===== config.mk =====
export PLATFORM = sky130hd
export DESIGN_NAME = ihpu_ctrl
export DESIGN_NICKNAME = d
export VERILOG_FILES = /design/src/rtl/ihpu_pkg.sv /design/src/rtl/ihpu_ctrl.sv
export SDC_FILE = /design/constraint.sdc
export NUM_CORES = 1
export LEC_CHECK = 0
export BUFFER_PORTS_ARGS = -buffer_cell sky130_fd_sc_hd__buf_2
export CORE_AREA = 10 10 47 49
export DETAILED_ROUTE_END_ITERATION = 7
export DIE_AREA = 0 0 57 59
export GPL_TIMING_DRIVEN = 0
export HOLD_SLACK_MARGIN = 0.15
export PLACE_DENSITY_LB_ADDON = 0.3
export SYNTH_ARGS = -nofsm -noshare
export SYNTH_HDL_FRONTEND = slang
export SYNTH_SLANG_ARGS = --single-unit

===== constraint.sdc =====
create_clock -name clk_i -period 2.2 [get_ports clk_i]
set_input_delay 0.55 -clock clk_i [delete_from_list [all_inputs] [get_ports clk_i]]
set_output_delay 0.55 -clock clk_i [all_outputs]
set_load 0.1 [all_outputs]

===== src/rtl/ihpu_pkg.sv =====
// Shared types and constants for the indexed heap priority update block.
`default_nettype none
package ihpu_pkg;
  localparam int unsigned DEPTH    = 1024;
  localparam int unsigned KEY_BITS = 32;
  localparam int unsigned ENT_BITS = $clog2(DEPTH);
  localparam int unsigned SLOT_BITS = $clog2(DEPTH + 1);

  typedef logic [KEY_BITS-1:0]  key_t;
  typedef logic [ENT_BITS-1:0]  ent_t;
  typedef logic [SLOT_BITS-1:0] slot_t;

  localparam logic OP_SET  = 1'b0;
  localparam logic OP_READ = 1'b1;

  // Slot selects for the slot-to-entry read.
  localparam logic [1:0] SEL_PARENT = 2'd0;
  localparam logic [1:0] SEL_LEFT   = 2'd1;
  localparam logic [1:0] SEL_RIGHT  = 2'd2;
  localparam logic [1:0] SEL_ROOT   = 2'd3;

  typedef enum logic [4:0] {
    ST_CLEAR, ST_IDLE, ST_RD_E, ST_RD_OLD,
    ST_UP_P1, ST_UP_P2, ST_UP_P3,
    ST_DN_C1, ST_DN_C2, ST_DN_C3, ST_DN_C4, ST_DN_C5,
    ST_PLACE, ST_TOP1, ST_TOP2, ST_TOP3, ST_OUT
  } state_e;

  // Commands from controller to datapath.
  typedef struct packed {
    logic clr_step;
    logic latch_req;
    logic rd_req;         // read entry_to_slot and key_store at the request entry
    logic start;          // take slot and old key, store new key on a set
    logic rd_s2e;         // slot_to_entry read at the slot chosen by sel_a
    logic [1:0] sel_a;
    logic rd_key_s2e;     // key_store read at the entry from the s2e read data
    logic latch_ce;       // take s2e read data as candidate entry
    logic latch_ck;       // take key read data as candidate key, left child
    logic pick_right;     // candidate becomes the right child
    logic move_up;        // place candidate at current slot, step to parent
    logic move_dn;        // place candidate at current slot, step to child
    logic place;          // place moving entry at current slot
    logic latch_te;
    logic latch_tk;
  } cmd_t;

  typedef struct packed {
    logic clr_done;
    logic is_set;
    logic rd_lt_new;      // key read data < new key
    logic at_root;
    logic no_child;
    logic has_right;
    logic right_bigger;   // candidate key < key read data
    logic dn_go;          // new key < candidate key
  } stat_t;
endpackage
`default_nettype wire


===== src/rtl/ihpu_ctrl.sv =====
// Controller: sequences clearing, sift up, sift down and result collection.
`default_nettype none
module ihpu_ctrl import ihpu_pkg::*; (
  input  wire logic  clk_i,
  input  wire logic  rst_ni,
  input  wire logic  in_valid_i,
  output logic       in_ready_o,
  output logic       out_valid_o,
  input  wire logic  out_ready_i,
  input  wire stat_t stat_i,
  output cmd_t       cmd_o
);
  state_e state_q, state_d;

  always_ff @(posedge clk_i or negedge rst_ni) begin
    if (!rst_ni) begin
      state_q <= ST_CLEAR;
    end else begin
      state_q <= state_d;
    end
  end

  // Next state and commands.
  always_comb begin
    cmd_o = '0; state_d = state_q;
    in_ready_o = 1'b0; out_valid_o = 1'b0;
    case (state_q)
      ST_CLEAR: begin
        if (stat_i.clr_done) state_d = ST_IDLE;
        else cmd_o.clr_step = 1'b1;
      end
      ST_IDLE: begin
        in_ready_o = 1'b1;
        if (in_valid_i) begin cmd_o.latch_req = 1'b1; state_d = ST_RD_E; end
      end
      ST_RD_E: begin
        cmd_o.rd_req = 1'b1; state_d = ST_RD_OLD;
      end
      ST_RD_OLD: begin
        // Take the slot and old key; pick the sift direction on a set.
        cmd_o.start = 1'b1;
        if (!stat_i.is_set) state_d = ST_TOP1;
        else if (stat_i.rd_lt_new) state_d = ST_UP_P1;
        else state_d = ST_DN_C1;
      end
      ST_UP_P1: begin
        if (stat_i.at_root) state_d = ST_PLACE;
        else begin
          cmd_o.rd_s2e = 1'b1; cmd_o.sel_a = SEL_PARENT; state_d = ST_UP_P2;
        end
      end
      ST_UP_P2: begin
        cmd_o.rd_key_s2e = 1'b1; cmd_o.latch_ce = 1'b1; state_d = ST_UP_P3;
      end
      ST_UP_P3: begin
        // Pull the parent down while its key is smaller.
        if (stat_i.rd_lt_new) begin
          cmd_o.move_up = 1'b1; state_d = ST_UP_P1;
        end else state_d = ST_PLACE;
      end
      ST_DN_C1: begin
        if (stat_i.no_child) state_d = ST_PLACE;
        else begin
          cmd_o.rd_s2e = 1'b1; cmd_o.sel_a = SEL_LEFT; state_d = ST_DN_C2;
        end
      end
      ST_DN_C2: begin
        cmd_o.rd_key_s2e = 1'b1; cmd_o.latch_ce = 1'b1;
        if (stat_i.has_right) begin cmd_o.rd_s2e = 1'b1; cmd_o.sel_a = SEL_RIGHT; end
        state_d = ST_DN_C3;
      end
      ST_DN_C3: begin
        // Hold the left child as candidate; fetch the right key if there is one.
        cmd_o.latch_ck = 1'b1;
        if (stat_i.has_right) begin
          cmd_o.rd_key_s2e = 1'b1; state_d = ST_DN_C4;
        end else state_d = ST_DN_C5;
      end
      ST_DN_C4: begin
        // Take the right child only when strictly larger.
        if (stat_i.right_bigger) cmd_o.pick_right = 1'b1;
        state_d = ST_DN_C5;
      end
      ST_DN_C5: begin
        if (stat_i.dn_go) begin
          cmd_o.move_dn = 1'b1; state_d = ST_DN_C1;
        end else state_d = ST_PLACE;
      end
      ST_PLACE: begin
        cmd_o.place = 1'b1; state_d = ST_TOP1;
      end
      ST_TOP1: begin
        cmd_o.rd_s2e = 1'b1; cmd_o.sel_a = SEL_ROOT; state_d = ST_TOP2;
      end
      ST_TOP2: begin
        cmd_o.rd_key_s2e = 1'b1; cmd_o.latch_te = 1'b1; state_d = ST_TOP3;
      end
      ST_TOP3: begin
        cmd_o.latch_tk = 1'b1; state_d = ST_OUT;
      end
      ST_OUT: begin
        out_valid_o = 1'b1;
        if (out_ready_i) state_d = ST_IDLE;
      end
      default: begin
        state_d = ST_IDLE;
      end
    endcase
  end
endmodule
`default_nettype wire


==> results of run 1 <==
-- worst register-to-register path: cells and delay by family (launching register included) --
| kind | cells | cell delay [ps] |
|---|---|---|
| AND/OR/NAND/NOR | 1 | 480 |
| AO/OA/AOI/OAI | 3 | 520 |
| flip-flops | 1 | 430 |
-- worst min-delay path by stage --
stage          slack, ps  cells past startpoint    endpoint
6_report             520                      2  state_q[4]
4_1_cts              520                      2  state_q[4]
5_1_grt              520                      2  state_q[4]
3_3_place_gp         360                      1  state_q[1]
3_5_place_dp         360                      1  state_q[3]
2_1_floorplan        250                      0  state_q[0]
-- per-stage QoR --
stage	setup TNS (ps)	worst slack, ps	cell area [µm²]	instances
2_1_floorplan	-711	-433	693	86
3_3_place_gp	-503	-143	858	131
6_report	-26.7	-26.7	1150	141
3_5_place_dp	-844	-170	858	131
4_1_cts	-72.3	-37.4	1040	138
5_1_grt	-225	-70.8	1150	141
-- synth_stat cells --
cell type	n
sky130_fd_sc_hd__nor2_1	12
sky130_fd_sc_hd__nand2_1	7
sky130_fd_sc_hd__nor3_1	7
sky130_fd_sc_hd__a21oi_1	6
sky130_fd_sc_hd__buf_2	5
sky130_fd_sc_hd__dfrtp_1	5
sky130_fd_sc_hd__inv_1	4
sky130_fd_sc_hd__nand2b_1	4
sky130_fd_sc_hd__a211oi_1	3
sky130_fd_sc_hd__nor2b_1	3
sky130_fd_sc_hd__a32oi_1	2
sky130_fd_sc_hd__and2_1	2
sky130_fd_sc_hd__and3_1	2
sky130_fd_sc_hd__nand3_1	2
sky130_fd_sc_hd__o21ai_0	2
sky130_fd_sc_hd__a211oi_2	1
sky130_fd_sc_hd__a22oi_1	1
sky130_fd_sc_hd__a31o_2	1
sky130_fd_sc_hd__a31oi_1	1
sky130_fd_sc_hd__a41oi_1	1
sky130_fd_sc_hd__and3b_1	1
sky130_fd_sc_hd__buf_1	1
sky130_fd_sc_hd__inv_2	1
sky130_fd_sc_hd__mux2i_1	1
sky130_fd_sc_hd__nand3b_1	1
sky130_fd_sc_hd__nor2_2	1
sky130_fd_sc_hd__nor3b_1	1
sky130_fd_sc_hd__o21ai_1	1
sky130_fd_sc_hd__o21bai_1	1
sky130_fd_sc_hd__o221ai_1	1
sky130_fd_sc_hd__o22ai_1	1
sky130_fd_sc_hd__o2bb2ai_1	1
sky130_fd_sc_hd__or3_1	1
sky130_fd_sc_hd__or3b_1	1
sky130_fd_sc_hd__or3b_4	1
-- kinds of logic (layout without fill, tap and decap cells) --
logic type / after synthesis / after routing / share of synthesized area
AO/OA/AOI/OAI: 23 / 23 / 0.274
buffers and inverters: 11 / 50 / 0.0813
flip-flops: 5 / 5 / 0.214
multiplexers: 1 / 1 / 0.0171
AND/OR/NAND/NOR: 46 / 46 / 0.413
-- timing repair --
action                                  CTS  global route
buffers inserted                          2             3
endpoints found under the setup margin   18            14
gates resized for setup                  43            23
pin swaps                                 3             2
endpoints found under the hold margin     5             0
hold buffers                              1             0
-- routing by layer --
layer  share of wire  wire length, µm  GRT usage  vias up
met5               0                0          0        -
met4           0.019               46     0.0671        0
met3            0.12              294     0.0558        8
met2            0.51             1260      0.220       61
met1            0.35              872      0.152      379
li1                -                -          -      389
-- area by class of cell --
| type | count | area share |
|---|---|---|
| inverter | 5 | 0.0163 |
| buffer | 6 | 0.0490 |
| tap | 16 | 0.0174 |
| multi-input combinational | 70 | 0.492 |
| clock buffer | 4 | 0.0229 |
| timing repair buffer | 35 | 0.293 |
| sequential | 5 | 0.110 |
==> results_tabular.tex, run 1 <==
\begin{tabular}{lr}
\hline
Metric & Value \\
\hline
\multicolumn{2}{l}{\textbf{Critical path}} \\
Worst flop-to-flop path endpoint & state\_q[0] \\
Cell depth of the worst setup path & 6 \\
Delay contributed by the slowest stage of the critical path & 380 ps \\
Worst reg2reg setup slack & 680 ps \\
Worst-path cell chain & buf\_6, or3b\_4, a21oi\_2, a41oi\_1, nor2\_2, buf\_12 \\
Cell at the slowest stage of the critical path & sky130\_fd\_sc\_hd\_\_dfrtp\_1 \\
Worst path top cell family by delay & simple AND/OR/NAND/NOR gates \\
Critical register-to-register path startpoint & state\_q[4] \\
Number of buffer and inverter stages on the critical path & 2 \\
Crit Path Max Fanout & 7 \\
Crit path capture & cmd\_o[8] \\
Crit Path Class & flop to output pin \\
Number of cell instances on the worst register-to-register path & 4 \\
Crit path capture type & output pin \\
Worst EP arrival & around 1700 ps \\
Worst EP required & 1650 ps \\
Start point of the critical path & state\_q[3] \\
Critical path launch point type & flop \\
\multicolumn{2}{l}{\textbf{GRT}} \\
Largest net degree at the start of global routing & 11 \\
Number of antenna violations at the first check in global routing & 0 \\
Wire length of the first global-routing pass & $\sim$3.7 mm \\
Gr usage total & 0.136 \\
Vias in the first global route & roughly 790 \\
Aggregate global routing overflow & 0 \\
\multicolumn{2}{l}{\textbf{Floorplanning}} \\
Starting utilization of the core area & 0.417 \\
Y dimension of the die & 59 µm \\
Die Wd & 57 µm \\
I/O pin count & 30 \\
Area of the die & 3360 µm² \\
Number of placement rows & 14 \\
Core ar. & 1400 µm² \\
\multicolumn{2}{l}{\textbf{Layout}} \\
Total area of sequential cells & $\sim$130 µm² \\
Flip-flop count of the largest register after layout & 5 \\
Final Util & 0.821 \\
Register with the highest flop count & state\_q \\
Share of cells above drive strength 1 & 0.592 \\
Most common cell after layout, fill and taps aside & sky130\_fd\_sc\_hd\_\_buf\_4 \\
Area of the multi-input gates & 566 µm² \\
Area growth, synth to finish & 96.8\% \\
Diode insertion count for antenna repair & 0 \\
Number of filler instances in the final layout & 83 \\
Net count of the finished layout & 138 \\
Top library cells by usage in the layout, fill and taps aside & 12 x sky130\_fd\_sc\_hd\_\_buf\_4, 11 x sky130\_fd\_sc\_hd\_\_buf\_2, 8 x sky130\_fd\_sc\_hd\_\_buf\_6 \\
Top Registers & state\_q: 5 flops \\
\multicolumn{2}{l}{\textbf{STA}} \\
Number of pins exceeding their max-slew limit in the final report & 0 \\
Worst clock skew on the final layout & 2.49 ps \\
Number of setup violations in the final report & 1 \\
Final Hold Violating Endpoints & 0 \\
Share of the cycle needed by the critical path after routing & 1.01 \\
Tightest Pin Transition & 334 ps \\
Post-route minimum period & 2230 ps \\
Setup ws final & -26.7 ps \\
RSZ-0062 raised after global routing & yes \\
Maximum achievable frequency & 449 MHz \\
Normalized max-slew margin & 0.777 \\
Worst-case hold slack & roughly 520 ps \\
\multicolumn{2}{l}{\textbf{Route}} \\
Via count of the routed design & 837 \\
Starting DRT DRC Count & 46 \\
Detailed-route wire length & 2.47 mm \\
Per-cell via count in the routed design & 5.94 \\
Average routed wire per standard cell & 17.5 µm \\
Final antenna-violating net count & 0 \\
First-pass iteration count of the detailed router & 4 \\
Remaining routing DRC violations & 0 \\
\multicolumn{2}{l}{\textbf{Synthesis}} \\
Mean area per synthesized cell & 6.79 µm² \\
Mapped Nets & just under 100 \\
Leading cell types by total area after synthesis & sky130\_fd\_sc\_hd\_\_dfrtp\_1 21\%, sky130\_fd\_sc\_hd\_\_nor2\_1 7.7\%, sky130\_fd\_sc\_hd\_\_nor3\_1 6.0\%, sky130\_fd\_sc\_hd\_\_a21oi\_1 5.1\%, sky130\_fd\_sc\_hd\_\_nand2\_1 4.5\% \\
Count of yosys warnings during synthesis & 0 \\
Cells after synthesis & 86 \\
Yosys cell types & 35 \\
Sequential-to-total area share from yosys stat & 0.214 \\
Register bit count reported by yosys & 5 \\
Cell area after synthesis & 584 µm² \\
Biggest area consumer among synthesized cells & sky130\_fd\_sc\_hd\_\_dfrtp\_1 \\
Top-area cell type share of the netlist area & 0.214 \\
\multicolumn{2}{l}{\textbf{Clocking}} \\
Clock tree from TritonCTS & yes \\
Clock root cell & sky130\_fd\_sc\_hd\_\_clkbuf\_4 \\
Clk sinks & 5 \\
Maximum buffer depth of the clock tree & 2 \\
Reg clk slew, reported paths & 40 ps \\
Number of CTS-inserted buffers & 3 \\
H-tree levels & 1 \\
Clock latency on the worst-skew pair & 250 ps \\
\multicolumn{2}{l}{\textbf{Worst hold path}} \\
Hold path start & out\_ready\_i \\
Type of the tightest min-delay check & input port to flop \\
\multicolumn{2}{l}{\textbf{Outcome}} \\
Violations in the final reports & setup timing \\
Status & finished with violations \\
\multicolumn{2}{l}{\textbf{Placed design}} \\
Total half-perimeter wirelength after legalization and detailed placement & roughly 1.7 mm \\
Gp weighted congestion & 0.847 \\
Number of port buffers & 29 \\
\multicolumn{2}{l}{\textbf{Job}} \\
Maximum Capacitance Violations & 0 \\
\hline
\end{tabular}
Power of run 1 is left out: the tool's default activity adds up to more than one toggle a clock period on the data nets, which glitch-free logic cannot reach.
==> inputs of run 2 (changes only) <==
- MAX_ROUTING_LAYER: not set -> met4
==> run 2 against run 1 <==
  * The flow still finishes with violations (setup timing)
  * Global-route usage up 0.35 points
  * Sequential share of layout area up 0.26 points
  * Clock skew down 1.1 ps
  * Final area down 2.3%
  * Final cell count down 2.1%
  * Count of clock-buffer cells in the layout unchanged
  * Sequential cell count unchanged
  * Non-clock buffer count down 3
  * Wire length down 4.1%
  * Critical path depth unchanged
  * Fmax down 0.30%
==> results_tabular.tex, run 2 (synthesized netlist as in run 1, its figures left out) <==
\begin{tabular}{lr}
\hline
Metric & Value \\
\hline
\multicolumn{2}{l}{\textbf{Outcome}} \\
Status & finished with violations \\
Violations in the final reports & setup timing \\
\multicolumn{2}{l}{\textbf{GRT}} \\
Vias in the first global route & roughly 800 \\
Largest net degree at the start of global routing & 11 \\
Peak-usage layer in the global routing report & met2 \\
GR met1 Demand/Resource & 0.161 \\
Wire length of the first global-routing pass & approximately 3.8 mm \\
Met2 capacity usage during global routing & 0.226 \\
Aggregate global routing overflow & 0 \\
GR met3 Demand/Resource & 0.0408 \\
Number of antenna violations at the first check in global routing & 0 \\
Gr usage total & 0.140 \\
\multicolumn{2}{l}{\textbf{Clocking}} \\
H-tree levels & 1 \\
Clock latency on the worst-skew pair & 240 ps \\
Number of CTS-inserted buffers & 3 \\
Clock root cell & sky130\_fd\_sc\_hd\_\_clkbuf\_4 \\
Reg clk slew, reported paths & around 40 ps \\
Clock tree from TritonCTS & yes \\
Maximum buffer depth of the clock tree & 2 \\
Clk sinks & 5 \\
\multicolumn{2}{l}{\textbf{Worst hold path}} \\
Type of the tightest min-delay check & input port to flop \\
Hold path depth & 2 \\
\multicolumn{2}{l}{\textbf{Route}} \\
Remaining routing DRC violations & 0 \\
First-pass iteration count of the detailed router & 4 \\
Detailed-route wire length & 2.37 mm \\
Per-cell via count in the routed design & between 6 and 7 \\
Via count of the routed design & 836 \\
Final antenna-violating net count & 0 \\
Starting DRT DRC Count & 31 \\
Average routed wire per standard cell & around 17 µm \\
\multicolumn{2}{l}{\textbf{Layout}} \\
Number of filler instances in the final layout & 91 \\
Register with the highest flop count & state\_q \\
Top Registers & state\_q: 5 flops \\
Final Util & 0.802 \\
Top library cells by usage in the layout, fill and taps aside & 11 x sky130\_fd\_sc\_hd\_\_buf\_6, 11 x sky130\_fd\_sc\_hd\_\_buf\_2 \\
Share of cells above drive strength 1 & 0.574 \\
Area growth, synth to finish & 92.3\% \\
Net count of the finished layout & about 140 \\
Flip-flop count of the largest register after layout & 5 \\
Diode insertion count for antenna repair & 0 \\
\multicolumn{2}{l}{\textbf{STA}} \\
Tightest Pin Transition & between 300 and 400 ps \\
Maximum achievable frequency & 448 MHz \\
Worst clock skew on the final layout & 1.36 ps \\
Final Hold Violating Endpoints & 0 \\
RSZ-0062 raised after global routing & yes \\
Number of pins exceeding their max-slew limit in the final report & 0 \\
Share of the cycle needed by the critical path after routing & 1.02 \\
Post-route minimum period & around 2200 ps \\
Normalized max-slew margin & 0.796 \\
Setup ws final & -33.3 ps \\
Number of setup violations in the final report & 1 \\
\multicolumn{2}{l}{\textbf{Floorplanning}} \\
Area of the die & 3360 µm² \\
Core ar. & approximately 1400 µm² \\
Number of placement rows & 14 \\
Die Wd & about 57 µm \\
Y dimension of the die & 59 µm \\
Starting utilization of the core area & 0.417 \\
I/O pin count & 30 \\
\multicolumn{2}{l}{\textbf{Critical path}} \\
Start point of the critical path & state\_q[3] \\
Worst EP required & 1650 ps \\
Crit Path Max Fanout & 5 \\
Crit path capture type & output pin \\
Number of cell instances on the worst register-to-register path & 4 \\
Critical register-to-register path startpoint & state\_q[4] \\
Critical path launch point type & flop \\
Crit Path Class & flop to output pin \\
Worst reg2reg setup slack & 720 ps \\
Worst flop-to-flop path endpoint & state\_q[0] \\
Worst EP arrival & roughly 1700 ps \\
Crit path capture & cmd\_o[8] \\
\multicolumn{2}{l}{\textbf{Job}} \\
Maximum Capacitance Violations & 0 \\
\multicolumn{2}{l}{\textbf{Placed design}} \\
Total half-perimeter wirelength after legalization and detailed placement & 1.67 mm \\
Gp weighted congestion & about 0.86 \\
Number of port buffers & 29 \\
\hline
\end{tabular}
## run 2: worst max-delay path, cell delays in order, from the launching register on
cell	delay (ps)
sky130_fd_sc_hd__dfrtp_1	380
sky130_fd_sc_hd__buf_6	140
sky130_fd_sc_hd__or3b_4	360
sky130_fd_sc_hd__a21oi_2	130
sky130_fd_sc_hd__a41oi_1	70
sky130_fd_sc_hd__nor2_2	160
sky130_fd_sc_hd__buf_12	190
## run 2: layer usage
metal | vias to the layer above | wire length [µm]
met5 | - | 0
met4 | 0 | 44
met3 | 8 | 195
met2 | 55 | 1230
met1 | 393 | 901
li1 | 380 | -
## run 2: final cells by class
| class | instances | area [µm²] | share of cell area |
|---|---|---|---|
| Multi-Input combinational cell | 70 | 556 | 0.494 |
| Timing Repair Buffer | 32 | 320 | 0.285 |
| Sequential cell | 5 | 126 | 0.112 |
| Buffer | 6 | 56.3 | 0.0501 |
| Clock buffer | 4 | 26.3 | 0.0234 |
| Tap cell | 16 | 20.0 | 0.0178 |
| Inverter | 5 | 18.8 | 0.0167 |
## run 2: repair_timing
item | CTS | global route
hold buffers | 1 | 0
pin swaps | 3 | 3
gates cloned | 0 | 0
resized for setup | 39 | 26
hold endpoints to repair | 5 | 0
endpoints found under the setup margin | 18 | 16
buffers inserted | 1 | 1
## run 2: metrics by stage
step / area, µm² / cells / setup WS, ps / TNS [ps] / hold slack [ps]
detailed placement: 858 / 131 / -159 / -785 / 365
finish: 1120 / 138 / -33.3 / -33.3 / 528
global placement: 858 / 131 / -143 / -502 / 361
global route: 1120 / 138 / -51.1 / -104 / 553
CTS: 1020 / 137 / -37.2 / -37.2 / 523
floorplan: 693 / 86 / -433 / -711 / 254
## run 2: worst min path at each step
| stage | startpoint | to | slack, ps |
|---|---|---|---|
| finish | out_ready_i | state_q[4] | 530 |
| global route | out_ready_i | state_q[4] | 550 |
| CTS | out_ready_i | state_q[4] | 520 |
| detailed placement | rst_ni | state_q[3] | 360 |
| global placement | rst_ni | state_q[1] | 360 |
| floorplan | rst_ni | state_q[0] | 250 |
Power of run 2 is left out for the same reason.
